### config.mk
export PLATFORM = sky130hd
export DESIGN_NAME = prx_ofifo
export DESIGN_NICKNAME = d
export VERILOG_FILES = /design/src/hdl/prx_pkg.sv /design/src/hdl/prx_ofifo.sv
export SDC_FILE = /design/constraint.sdc
export NUM_CORES = 1
export LEC_CHECK = 0
export BUFFER_PORTS_ARGS = -buffer_cell sky130_fd_sc_hd__clkbuf_2
export CAP_MARGIN = 20
export CORE_UTILIZATION = 40
export DETAILED_ROUTE_END_ITERATION = 8
export GPL_TIMING_DRIVEN = 0
export HOLD_SLACK_MARGIN = 0.03
export SLEW_MARGIN = 10
export SYNTH_ARGS = -nofsm -noshare
export SYNTH_HDL_FRONTEND = slang
export SYNTH_SLANG_ARGS = --single-unit
export TNS_END_PERCENT = 30
### constraint.sdc
create_clock -name clk -period 2.2 [get_ports clk]
set_clock_uncertainty 0.15 [all_clocks]
set_input_delay 0.22 -clock clk [delete_from_list [all_inputs] [get_ports clk]]
set_output_delay 0.22 -clock clk [all_outputs]
set_load 0.005 [all_outputs]
### src/hdl/prx_pkg.sv
// ----------------------------------------------------------------------------
// prx_pkg
// Shared constants and control types of the pyramid blur unit.
// ----------------------------------------------------------------------------
package prx_pkg;

	localparam int DEF_MAX_WIDTH     = 2048;
	localparam int DEF_MAX_HEIGHT    = 4096;
	localparam int DEF_PIXEL_BITS    = 16;
	localparam int DEF_FRACTION_BITS = 4;

	localparam int CFG_INDEX_BITS    = 2;
	localparam int CFG_DATA_BITS     = 16;
	localparam int FRAME_WIDTH_BITS  = 12;
	localparam int FRAME_HEIGHT_BITS = 13;
	localparam int RESET_FRAME_WIDTH  = 640;
	localparam int RESET_FRAME_HEIGHT = 480;

	localparam logic [CFG_INDEX_BITS-1:0] CFG_FRAME_WIDTH  = 2'd0;
	localparam logic [CFG_INDEX_BITS-1:0] CFG_FRAME_HEIGHT = 2'd1;

	// results in flight plus results waiting at the output
	localparam int OFIFO_DEPTH = 8;

	// per-pixel control toward the reduce stage
	typedef struct packed {
		logic valid;
		logic y_even;
		logic y_first;
		logic y_last;
		logic x_even;
		logic x_first;
		logic x_last;
	} red_ctl_t;

	// per-result control toward the expand stage
	typedef struct packed {
		logic valid;
		logic last;
		logic x_odd;
	} exp_ctl_t;

endpackage

### src/hdl/prx_ofifo.sv
// ----------------------------------------------------------------------------
// prx_ofifo
// Result queue between the fixed-latency pipeline and the output channel.
// ----------------------------------------------------------------------------
module prx_ofifo #(
	parameter int PIXEL_BITS = prx_pkg::DEF_PIXEL_BITS
) (
	input  logic                  clk,
	input  logic                  arst_n,
	input  logic                  push,
	input  logic [PIXEL_BITS-1:0] push_pixel,
	input  logic                  push_last,
	output logic                  out_valid,
	input  logic                  out_ready,
	output logic [PIXEL_BITS-1:0] pixel_out,
	output logic                  frame_last,
	output logic                  pop
);

	localparam int DEPTH = prx_pkg::OFIFO_DEPTH;
	localparam int PW = $clog2(DEPTH);
	localparam int NW = $clog2(DEPTH + 1);

	logic [PIXEL_BITS:0] q_mem [DEPTH];
	logic [PW-1:0] wp_q, rp_q;
	logic [NW-1:0] cnt_q;

	assign out_valid  = cnt_q != '0;
	assign pop        = out_valid && out_ready;
	assign pixel_out  = q_mem[rp_q][PIXEL_BITS-1:0];
	assign frame_last = q_mem[rp_q][PIXEL_BITS];

	always_ff @(posedge clk) begin
		if (push)
			q_mem[wp_q] <= {push_last, push_pixel};
	end

	always_ff @(posedge clk or negedge arst_n) begin
		if (!arst_n) begin
			wp_q  <= '0;
			rp_q  <= '0;
			cnt_q <= '0;
		end else begin
			if (push)
				wp_q <= (wp_q == PW'(DEPTH - 1)) ? '0 : wp_q + PW'(1);
			if (pop)
				rp_q <= (rp_q == PW'(DEPTH - 1)) ? '0 : rp_q + PW'(1);
			cnt_q <= cnt_q + NW'(push) - NW'(pop);
		end
	end

endmodule

==> impl_metrics.ini <==
[cts]
cts.sinks = 146
cts-htree-levels = 4
cts_inserted_buffers = 17
cts_tree = built
path_clk_slew_ns = 0.06
worstSkewPairLatency_ns = 0.41
cts.path.max_buffers = 2
root_buffer = sky130_fd_sc_hd__clkbuf_16

[floorplanning]
die_area_mm2 = 0.0151
chip_height_um = 123
initial_utilization = 0.415
rows = 43
core_area_mm2 = 0.0140
top_level_ports = 40
die_x_um = 123

[logic_synthesis]
synthAdderAreaFrac = 0.0228
yosys_warnings = 0
fraction_of_synthesized_cell_area_in_xor_and_xnor_cells = 0.00300
yosys-mux-area-fraction = 0.195
postSynthRegisterBits = 146
dominant_combinational_cell_family_by_area_after_synthesis = multiplexers
synth_compound_area_frac = 0.00300
syn-num-nets = 285
synth-simple-area-share = 0.0155
seq_area_frac_synth = 0.744
syn_avg_cell_area_um2 = 23.0
synth_area_mm2 = 0.00583
synthesis.instances = 254
netlist-cell-type-count = 23

[worst_setup_path]
regToRegStartpoint = cnt_q[3]$_DFF_PN0_
setup.reg_to_reg.worst_slack_ns = -0.08
worst-endpoint-required_ns = 1.83
start_kind = register
critical_path.reg2reg.endpoint = cnt_q[2]$_DFF_PN0_
rr_worst_depth = 10
criticalPathCategory = register to output port
timing.critical_path.from = rp_q[0]$_DFFE_PN0P_
worst_ep_arrival_time_ns = 2.07
setup.worst_path.end_class = output port
cp_max_fo = 8

[global_routing]
grt_start_max_net_pins = 17
grt-busiest-layer = met2
grtUsageMet2 = 0.271
use_met1 = 0.204
gr-usage-met3 = 0.0409
gr-total-overflow = 0
track_usage = 0.163
grt_antenna_before_repair = 0
grt_first_pass_wirelength_mm = 16.9
grt_pass1_vias = 2904

[sta]
rsz0062_at_grt = yes
fin_ws_ns = -0.237
maxSlewHeadroom = 0.625
setup_failing_eps_final = 20
fin_worst_hold_slack_ns = 0.0547
max_freq_ghz = 0.410
slew_violations = 0
timing.final.crit_share = 1.11
finalHoldViolations = 0
min_period_ns = 2.44
timing_worst_slew_pin_value_ns = 0.561

[detailed_routing]
finalWirelength_mm = 11.4
drt-vias-per-instance = 5.13
drc = 0
firstDrtPassIters = 4
detail_route.wl_per_cell_um = 21.0
initialDrtViolationCount = 155
count_of_antenna_violating_nets_left_after_detailed_routing = 0
vias = 2779

[pwr]
power.total_uw = 9840
p_int_uw = 7000
power.ir.vdd_worst_uv = 648
power_leakage_uw = 0.00259
p_per_area_mw_per_mm2 = 1340
switchingPower_uw = 2840
share_comb_of_total_power = 0.351
pwr-share-seq = 0.375
clockPowerShare = 0.274
sw_frac_of_total = 0.288

[finish]
design.final.nets = 380
layout_overhead_on_the_synthesized_area_pct = 26.4
commonest_non_fill_non_tap_cell_in_the_layout = sky130_fd_sc_hd__edfxtp_1
final_core_area_utilization = 0.525
highest_count_cells_in_the_layout_ignoring_fill_and_taps = sky130_fd_sc_hd__edfxtp_1, sky130_fd_sc_hd__clkbuf_2, sky130_fd_sc_hd__mux4_2, sky130_fd_sc_hd__clkbuf_16, sky130_fd_sc_hd__dlygate4sd3_1
num_antenna_cells = 0
n_fill_cell = 1121
drive_above_1_share = 0.472

[worst_hold_path]
hold_removal_path_class = input pin to async pin

[placement]
gp_congestion = 0.645
dpl_worst_slack_ns = -0.221
numPortBuffers = 39
place_hpwl_mm = 6.84

[outcome]
outcome = finished, violations left
violations = setup timing

[run]
max-cap-violations = 0
-- state kept, by name, summed over array words and instances, names as in the netlist --
register,count
q_mem,136
cnt_q,4
rp_q,3
wp_q,3
-- repair_timing --
item,CTS,global route
gates cloned,0,3
pin swaps,0,5
setup endpoints to repair,20,26
hold buffers,20,0
endpoints found under the hold margin,153,0
buffers inserted,2,3
gates resized for setup,36,35
-- synth_stat cells --
library cell	n	area (um2)
sky130_fd_sc_hd__nor2_1	8	30.0
sky130_fd_sc_hd__nand2b_1	2	12.5
sky130_fd_sc_hd__nor3_1	2	10.0
sky130_fd_sc_hd__mux2_2	22	248
sky130_fd_sc_hd__edfxtp_1	136	4080
sky130_fd_sc_hd__o21ai_0	1	5.00
sky130_fd_sc_hd__a21oi_1	1	5.00
sky130_fd_sc_hd__buf_2	2	10.0
sky130_fd_sc_hd__fa_1	1	20.0
sky130_fd_sc_hd__ha_1	9	113
sky130_fd_sc_hd__clkbuf_1	3	11.3
sky130_fd_sc_hd__nand2_1	4	15.0
sky130_fd_sc_hd__dfrtp_1	10	250
sky130_fd_sc_hd__inv_1	8	30.0
sky130_fd_sc_hd__mux4_1	33	867
sky130_fd_sc_hd__mux4_2	1	22.5
sky130_fd_sc_hd__a21o_1	1	7.51
sky130_fd_sc_hd__nor2b_1	1	6.26
sky130_fd_sc_hd__buf_6	4	45.0
sky130_fd_sc_hd__xor2_1	2	17.5
sky130_fd_sc_hd__or3b_2	1	8.76
sky130_fd_sc_hd__nand3b_1	1	7.51
sky130_fd_sc_hd__buf_1	1	3.75
-- stage by stage --
step	std cells	cell area (um2)	setup TNS, ns
final	542	7370	-3.51
after global routing	542	7370	-4.83
after CTS	536	7280	-4.67
after detailed placement	482	6470	-3.30
after global placement	473	6270	-73.03
after floorplan	254	5850	-1.18
-- worst max-delay path, cell delays in order, from the launching register on --
cell	delay [ns]
sky130_fd_sc_hd__dfrtp_1	0.39
sky130_fd_sc_hd__buf_12	0.17
sky130_fd_sc_hd__clkbuf_16	0.17
sky130_fd_sc_hd__mux4_2	0.50
sky130_fd_sc_hd__mux2_4	0.29
sky130_fd_sc_hd__clkbuf_2	0.11
-- worst max path at each step --
stage | slack, ns | depth (start not counted) | to
after floorplan | -0.07 | 10 | cnt_q[2]$_DFF_PN0_
after global placement | -1.33 | 3 | q_mem[4][5]$_DFFE_PP_
after detailed placement | -0.22 | 5 | pixel_out[5]
after CTS | -0.27 | 5 | pixel_out[10]
after global routing | -0.29 | 5 | pixel_out[14]
final | -0.24 | 5 | pixel_out[14]
-- metal layers --
layer	vias to the layer above	wire length [um]	part of all wire
li1	1238	-	-
met3	12	504	0.044
met4	0	104	0.0091
met2	74	5820	0.51
met1	1455	4970	0.44
met5	-	0	0
-- cell type report --
class | count | area (um2) | area share
multi-input cells | 90 | 1390 | 0.189
inverters | 8 | 32.5 | 0.00441
clock inverters | 15 | 134 | 0.0182
clock buffers | 17 | 425 | 0.0577
well taps | 180 | 225 | 0.0306
flip-flops and latches | 146 | 4330 | 0.588
plain buffers | 10 | 133 | 0.0180
repair buffers | 76 | 693 | 0.0941
-- logic make-up after synthesis --
family / count (synthesis)
DFF: 146
and+or+nand+nor: 19
buffers and inverters: 18
adders and majority gates: 10
xor gates and xnor gates: 2
muxes: 56
AOI/OAI and AO/OA: 3
-- power groups by stage --
stage	registers [uW]	clock network, uW	logic, uW
3_3_place_gp	3700	0	2600
2_1_floorplan	3670	0	1780
5_1_grt	3730	2860	3770
6_report	3690	2700	3450
3_5_place_dp	3720	0	2860
4_1_cts	3670	2740	3150
No activity file was read; power rests on OpenSTA's default activity.
