===== config.mk =====
export PLATFORM = sky130hd
export DESIGN_NAME = prx_ctrl
export DESIGN_NICKNAME = d
export VERILOG_FILES = /design/src/hdl/prx_pkg.sv /design/src/hdl/prx_ctrl.sv
export SDC_FILE = /design/constraint.sdc
export NUM_CORES = 1
export LEC_CHECK = 0
export ABC_AREA = 1
export BUFFER_PORTS_ARGS = -buffer_cell sky130_fd_sc_hd__buf_2
export CORE_UTILIZATION = 62
export DETAILED_ROUTE_END_ITERATION = 10
export MAX_ROUTING_LAYER = met4
export PLACE_DENSITY_LB_ADDON = 0.3
export SYNTH_ARGS = -nofsm -noshare
export SYNTH_HDL_FRONTEND = slang
export SYNTH_SLANG_ARGS = --single-unit

===== constraint.sdc =====
create_clock -name clk -period 9.4 [get_ports clk]
set_clock_uncertainty 0.05 [all_clocks]
set_input_delay 0.47 -clock clk [delete_from_list [all_inputs] [get_ports clk]]
set_output_delay 0.47 -clock clk [all_outputs]
set_load 0.01 [all_outputs]

===== src/hdl/prx_pkg.sv =====
// ----------------------------------------------------------------------------
// prx_pkg
// Shared constants and control types of the pyramid blur unit.
// ----------------------------------------------------------------------------
package prx_pkg;

	localparam int DEF_MAX_WIDTH     = 2048;
	localparam int DEF_MAX_HEIGHT    = 4096;
	localparam int DEF_PIXEL_BITS    = 16;
	localparam int DEF_FRACTION_BITS = 4;

	localparam int CFG_INDEX_BITS    = 2;
	localparam int CFG_DATA_BITS     = 16;
	localparam int FRAME_WIDTH_BITS  = 12;
	localparam int FRAME_HEIGHT_BITS = 13;
	localparam int RESET_FRAME_WIDTH  = 640;
	localparam int RESET_FRAME_HEIGHT = 480;

	localparam logic [CFG_INDEX_BITS-1:0] CFG_FRAME_WIDTH  = 2'd0;
	localparam logic [CFG_INDEX_BITS-1:0] CFG_FRAME_HEIGHT = 2'd1;

	// results in flight plus results waiting at the output
	localparam int OFIFO_DEPTH = 8;

	// per-pixel control toward the reduce stage
	typedef struct packed {
		logic valid;
		logic y_even;
		logic y_first;
		logic y_last;
		logic x_even;
		logic x_first;
		logic x_last;
	} red_ctl_t;

	// per-result control toward the expand stage
	typedef struct packed {
		logic valid;
		logic last;
		logic x_odd;
	} exp_ctl_t;

endpackage


===== src/hdl/prx_ctrl.sv =====
// ----------------------------------------------------------------------------
// prx_ctrl
// Frame counters, configuration registers, output readiness and credits.
// ----------------------------------------------------------------------------
module prx_ctrl #(
	parameter int MAX_WIDTH  = prx_pkg::DEF_MAX_WIDTH,
	parameter int MAX_HEIGHT = prx_pkg::DEF_MAX_HEIGHT,
	localparam int XW = $clog2(MAX_WIDTH),
	localparam int HALF_W = (MAX_WIDTH + 1) / 2,
	localparam int CW = $clog2(HALF_W + 1)
) (
	input  logic                                clk,
	input  logic                                arst_n,
	input  logic                                cfg_valid,
	output logic                                cfg_ready,
	input  logic [prx_pkg::CFG_INDEX_BITS-1:0]  cfg_index,
	input  logic [prx_pkg::CFG_DATA_BITS-1:0]   cfg_data,
	input  logic                                in_valid,
	output logic                                in_ready,
	input  logic                                mode,
	input  logic                                pop,
	output prx_pkg::red_ctl_t                   red_ctl,
	output logic [XW-1:0]                       red_x,
	output logic [1:0]                          red_slot,
	output prx_pkg::exp_ctl_t                   exp_ctl,
	output logic [1:0]                          exp_slot_a,
	output logic [1:0]                          exp_slot_b,
	output logic [CW-1:0]                       exp_col
);

	localparam int WW  = $clog2(MAX_WIDTH + 1);
	localparam int HWW = $clog2(MAX_HEIGHT + 1);
	localparam int YW  = $clog2(MAX_HEIGHT);
	localparam int OW  = $clog2(prx_pkg::OFIFO_DEPTH + 1);

	logic [prx_pkg::FRAME_WIDTH_BITS-1:0]  cfg_w_q;
	logic [prx_pkg::FRAME_HEIGHT_BITS-1:0] cfg_h_q;
	logic [XW-1:0]  ix_q, ix_n, ox_q;
	logic [HWW-1:0] iy_q, iy_n;
	logic [YW-1:0]  oy_q;
	logic [1:0]     islot_q, islot_n, oslot_q;
	logic [OW-1:0]  occ_q;

	logic [WW-1:0]  w_eff;
	logic [HWW-1:0] h_eff;
	logic [WW-1:0]  ix_inc;
	logic           in_acc, cfg_acc, take_pix, row_end, emit, last, cfg_hit;
	logic [WW:0]    ca_w, cb_w, cc_w, hw_w;
	logic [HWW:0]   a_w, b_w, rr_w, hh_w;
	logic           ready_out;

	function automatic logic [1:0] slot_inc(input logic [1:0] s);
		return (s == 2'd2) ? 2'd0 : s + 2'd1;
	endfunction

	assign cfg_ready = 1'b1;
	assign cfg_acc   = cfg_valid && cfg_ready;
	assign in_ready  = occ_q < OW'(prx_pkg::OFIFO_DEPTH);
	assign in_acc    = in_valid && in_ready;
	assign cfg_hit   = (cfg_index == prx_pkg::CFG_FRAME_WIDTH) ||
		(cfg_index == prx_pkg::CFG_FRAME_HEIGHT);

	always_comb begin
		if (cfg_w_q == '0)
			w_eff = WW'(1);
		else if (32'(cfg_w_q) > 32'(MAX_WIDTH))
			w_eff = WW'(MAX_WIDTH);
		else
			w_eff = WW'(cfg_w_q);
		if (cfg_h_q == '0)
			h_eff = HWW'(1);
		else if (32'(cfg_h_q) > 32'(MAX_HEIGHT))
			h_eff = HWW'(MAX_HEIGHT);
		else
			h_eff = HWW'(cfg_h_q);
	end

	// input position after this transaction
	always_comb begin
		take_pix = in_acc && !mode && (iy_q < h_eff);
		ix_inc   = WW'(ix_q) + WW'(1);
		row_end  = ix_inc == w_eff;
		ix_n     = ix_q;
		iy_n     = iy_q;
		islot_n  = islot_q;
		if (take_pix) begin
			if (row_end) begin
				ix_n = '0;
				iy_n = iy_q + HWW'(1);
				if (!iy_n[0])
					islot_n = slot_inc(islot_q);
			end else begin
				ix_n = XW'(ix_inc);
			end
		end
	end

	// last input sample that the next output depends on
	always_comb begin
		hw_w = ({1'b0, w_eff} + (WW+1)'(1)) >> 1;
		hh_w = ({1'b0, h_eff} + (HWW+1)'(1)) >> 1;
		ca_w = (WW+1)'(ox_q >> 1);
		a_w  = (HWW+1)'(oy_q >> 1);
		cb_w = ca_w;
		if (ox_q[0])
			cb_w = (ca_w + (WW+1)'(1) < hw_w) ? ca_w + (WW+1)'(1) : hw_w - (WW+1)'(1);
		b_w = a_w;
		if (oy_q[0])
			b_w = (a_w + (HWW+1)'(1) < hh_w) ? a_w + (HWW+1)'(1) : hh_w - (HWW+1)'(1);
		cc_w = ((cb_w << 1) + (WW+1)'(1) < {1'b0, w_eff}) ?
			(cb_w << 1) + (WW+1)'(1) : {1'b0, w_eff} - (WW+1)'(1);
		rr_w = ((b_w << 1) + (HWW+1)'(1) < {1'b0, h_eff}) ?
			(b_w << 1) + (HWW+1)'(1) : {1'b0, h_eff} - (HWW+1)'(1);
		ready_out = (rr_w < {1'b0, iy_n}) ||
			((rr_w == {1'b0, iy_n}) && (cc_w < (WW+1)'(ix_n)));
		emit = in_acc && ready_out;
		last = ((HWW)'(oy_q) == h_eff - HWW'(1)) && (WW'(ox_q) == w_eff - WW'(1));
	end

	always_comb begin
		red_ctl.valid   = take_pix;
		red_ctl.y_even  = !iy_q[0];
		red_ctl.y_first = iy_q == '0;
		red_ctl.y_last  = iy_q == h_eff - HWW'(1);
		red_ctl.x_even  = !ix_q[0];
		red_ctl.x_first = ix_q == '0;
		red_ctl.x_last  = WW'(ix_q) == w_eff - WW'(1);
		red_x           = ix_q;
		red_slot        = islot_q;
		exp_ctl.valid   = emit;
		exp_ctl.last    = last;
		exp_ctl.x_odd   = ox_q[0];
		exp_slot_a      = oslot_q;
		exp_slot_b      = (b_w == a_w) ? oslot_q : slot_inc(oslot_q);
		exp_col         = ox_q[0] ? CW'(cb_w) : CW'(ca_w);
	end

	always_ff @(posedge clk or negedge arst_n) begin
		if (!arst_n) begin
			cfg_w_q <= prx_pkg::FRAME_WIDTH_BITS'(prx_pkg::RESET_FRAME_WIDTH);
			cfg_h_q <= prx_pkg::FRAME_HEIGHT_BITS'(prx_pkg::RESET_FRAME_HEIGHT);
			ix_q    <= '0;
			iy_q    <= '0;
			islot_q <= '0;
			ox_q    <= '0;
			oy_q    <= '0;
			oslot_q <= '0;
			occ_q   <= '0;
		end else begin
			if (cfg_acc) begin
				unique case (cfg_index)
					prx_pkg::CFG_FRAME_WIDTH:
						cfg_w_q <= cfg_data[prx_pkg::FRAME_WIDTH_BITS-1:0];
					prx_pkg::CFG_FRAME_HEIGHT:
						cfg_h_q <= cfg_data[prx_pkg::FRAME_HEIGHT_BITS-1:0];
					default: ;
				endcase
				if (cfg_hit) begin
					ix_q    <= '0;
					iy_q    <= '0;
					islot_q <= '0;
					ox_q    <= '0;
					oy_q    <= '0;
					oslot_q <= '0;
				end
			end else if (emit && last) begin
				// frame done: restart all position counters
				ix_q    <= '0;
				iy_q    <= '0;
				islot_q <= '0;
				ox_q    <= '0;
				oy_q    <= '0;
				oslot_q <= '0;
			end else begin
				ix_q    <= ix_n;
				iy_q    <= iy_n;
				islot_q <= islot_n;
				if (emit) begin
					if (WW'(ox_q) + WW'(1) == w_eff) begin
						ox_q <= '0;
						oy_q <= oy_q + YW'(1);
						if (oy_q[0])
							oslot_q <= slot_inc(oslot_q);
					end else begin
						ox_q <= ox_q + XW'(1);
					end
				end
			end
			occ_q <= occ_q + OW'(emit) - OW'(pop);
		end
	end

endmodule


==> flow_metrics.py <==
metrics = {
    "sta": {
        "slew_violations": 0,
        "setup_viol_count_final": 0,
        "hold_viol": 0,
        "fmax_mhz": 116,
        "tightest_slew_ns": 1.04,
        "slew_headroom_pct": 29.1,
        "setup_tns_ns": 0,
        "post-route-period-util_pct": 91.8,
        "rsz0062_at_grt": "false",
        "period_needed_ns": 8.63,
    },
    "power": {
        "p_seq_share_pct": 19.2,
        "p_comb_share_pct": 66.9,
        "clockPowerShare_pct": 13.9,
        "leakagePower_nw": 5.51,
        "power_switching_mw": 1.38,
        "p_per_area_nw_per_um2": 237,
        "peakVddDrop_mv": 0.169,
        "p_int_mw": 1.17,
        "power_mw": 2.55,
        "p_sw_share_pct": 54.1,
    },
    "clock_network": {
        "cts_buffers": 9,
        "cts.sinks": 80,
        "cts_root_buf": "clkbuf_16",
        "cts.clk_slew.worst_paths_ns": 0.07,
        "cts_tree": "built",
        "clockBufferDepth": 2,
        "cts_setup_buffers": 0,
        "cts_htree_levels": 3,
        "clock_latency_ns": 0.35,
    },
    "layout": {
        "drive_above_1_share_pct": 11.5,
        "final_nets": 1663,
        "synthToLayoutAreaGrowth_pct": 6.65,
        "layout_commonest_cell": "nand2_1",
        "layout_common_cells": "345 x nand2_1, 189 x inv_1, 122 x nor2_1, 103 x xor2_1, 103 x o21ai_0",
        "antennaDiodeCount": 0,
    },
    "drt": {
        "routed_wl_mm": 31.0,
        "ant_nets": 0,
        "wire_per_inst_um": 17.6,
        "via_per_inst": 5.96,
        "drtIter0Drc": 1122,
        "vias": 10500,
        "drt-pass1-iter-count": 8,
        "drc": 0,
    },
    "setup_path": {
        "cp-start-kind": "flop",
        "crit_required_ns": 9.60,
        "worstReg2RegStart": "cfg_h_q[8]$_DFFE_PN1P_",
        "critPathMostFrequentCell": "nand2_1",
        "worst_setup_path_end_kind": "flop",
        "max_stage_delay_ns": 0.50,
        "cp_max_fo": 17,
        "cp_slowest_cell": "nor3b_1",
        "startpoint": "cfg_h_q[8]$_DFFE_PN1P_",
        "worstSetupPathType": "reg2reg",
        "worstPathArrival_ns": 8.83,
    },
    "logic_synthesis": {
        "yosysSeqAreaShare_pct": 19.9,
        "ys_warn_count": 0,
        "ys.flop_type": "dfrtp_1",
        "ys_async_sr_fraction_pct": 100,
        "syn_area_per_cell_sq_um": 6.66,
        "syn-cell-area_sq_um": 10100,
        "ys_ff_latch": 80,
        "syn-num-nets": 1633,
        "ys_types": 64,
        "synth_edf_count": 0,
        "netlist_instances": 1514,
    },
    "placement": {
        "port_buffers": 59,
        "gp_congestion": 1.02,
        "dpl.hpwl_mm": 24.5,
    },
    "status": {
        "status": "finished, final reports clean",
    },
    "global_route": {
        "grt-ovfl-total": 0,
        "grt_pass1_wl_mm": 49.0,
        "grt_max_degree": 60,
        "track_usage_pct": 39.3,
        "antenna_found_initial": 0,
        "grt_pass1_vias": 9573,
    },
    "die": {
        "fp.dieH_um": 129,
        "coreArea_sq_um": 15900,
        "initial_utilization_pct": 63.4,
        "floorplan.die_area_sq_um": 16800,
        "die_w_um": 129,
        "ioPinCount": 64,
        "rows": 46,
    },
    "job": {
        "maxCapViolations": 0,
    },
    "hold_path": {
        "hp-class": "in2reg",
        "min_from": "cfg_data[7]",
    },
}
## state kept, by name, summed over array words and instances, names as in the netlist
name and count:
iy_q 13, oy_q 12, ox_q 11, cfg_h_q 13, red_x 11, exp_slot_a 2, cfg_w_q 12, occ_q 4
red_slot 2
## Yosys cell counts, types with 22 or more instances
cell type | n | area share [%]
o22ai_1 | 27 | 1.7
nand3_1 | 99 | 4.9
nand2_1 | 346 | 13
inv_1 | 190 | 7.1
ha_1 | 94 | 12
nor2_1 | 122 | 4.5
a21oi_1 | 50 | 2.5
nand4_1 | 44 | 2.7
dfrtp_1 | 74 | 18
nor3_1 | 22 | 1.1
nand2_2 | 23 | 1.4
o21ai_0 | 103 | 5.1
clkbuf_1 | 24 | 0.89
xor2_1 | 103 | 9.0
## what timing repair did
item / CTS / global route
endpoints found under the hold margin: 20 / 0
hold buffers: 1 / 0
resized for setup: 0 / 2
setup endpoints to repair: 0 / 26
## critical path: cells and delay by family, from the launching register on
kind,cells,cell delay [ns]
flip-flops,1,0.40
AND/OR/NAND/NOR,19,3.19
XOR/XNOR,1,0.29
buffers and inverters,6,0.49
AO/OA/AOI/OAI,11,2.03
adder cells (fa/ha/maj),7,2.04
## metrics by stage
stage               setup slack, ns  hold WS [ns]  util, %  cells  cell area, sq um
global route                  0.116         0.307     67.7   1765             10700
finish                        0.772         0.311     67.7   1765             10700
global placement               1.03         0.338     65.8   1748             10500
CTS                           0.820         0.304     67.7   1765             10700
floorplan                      1.93         0.124        -   1514             10100
detailed placement            0.878         0.339     65.8   1748             10500
## worst paths after layout
path	depth (start not counted)	slack (ns)	end
worst max-delay path	44	0.77	occ_q[1]$_DFF_PN0_
worst min-delay path	3	0.31	cfg_h_q[7]$_DFFE_PN1P_
worst max register to register	44	0.77	occ_q[1]$_DFF_PN0_
worst min register to register	1	0.44	occ_q[0]$_DFF_PN0_
max in group asynchronous	3	7.71	ox_q[9]$_DFFE_PN0P_
min in group asynchronous	2	0.50	iy_q[12]$_DFFE_PN0P_
## power groups by stage
stage / Sequential (mW) / Combinational, mW / Clock, mW
after detailed placement: 0.491 / 1.66 / 0
after global placement: 0.490 / 1.61 / 0
after floorplan: 0.460 / 1.28 / 0
after CTS: 0.485 / 1.67 / 0.356
final: 0.488 / 1.71 / 0.354
after global routing: 0.495 / 1.93 / 0.368
## final cells by class
type,instances,area (sq um)
clock buffer,9,225
inverter,204,767
timing repair buffer,68,368
sequential,80,2010
clock inverter,7,61.3
multi-input combinational,1181,7050
tap,216,270
fill,1510,5140
## cells by family (layout without fill, tap and decap cells)
| logic type | after synthesis | count (layout) | share of synthesized area [%] |
|---|---|---|---|
| compound gates | 241 | 241 | 14.3 |
| xor+xnor | 118 | 118 | 10.3 |
| fa+ha+maj | 95 | 95 | 11.9 |
| flops | 80 | 80 | 19.9 |
| other cells | 1 | 1 | 0.0372 |
| buf+inv | 253 | 288 | 10.2 |
| simple gates | 726 | 726 | 33.4 |
## layer usage
metal  wire [um]  share of wire, %  GRT usage (%)  vias to the layer above
li1            -                 -              -                     5078
met4        1710               5.5           22.4                        0
met5           0                 0              -                        -
met2       14100                45           62.4                      499
met3        2310               7.5           5.62                      126
met1       12900                42           47.8                     4812
(Power assumes the default switching activity.)
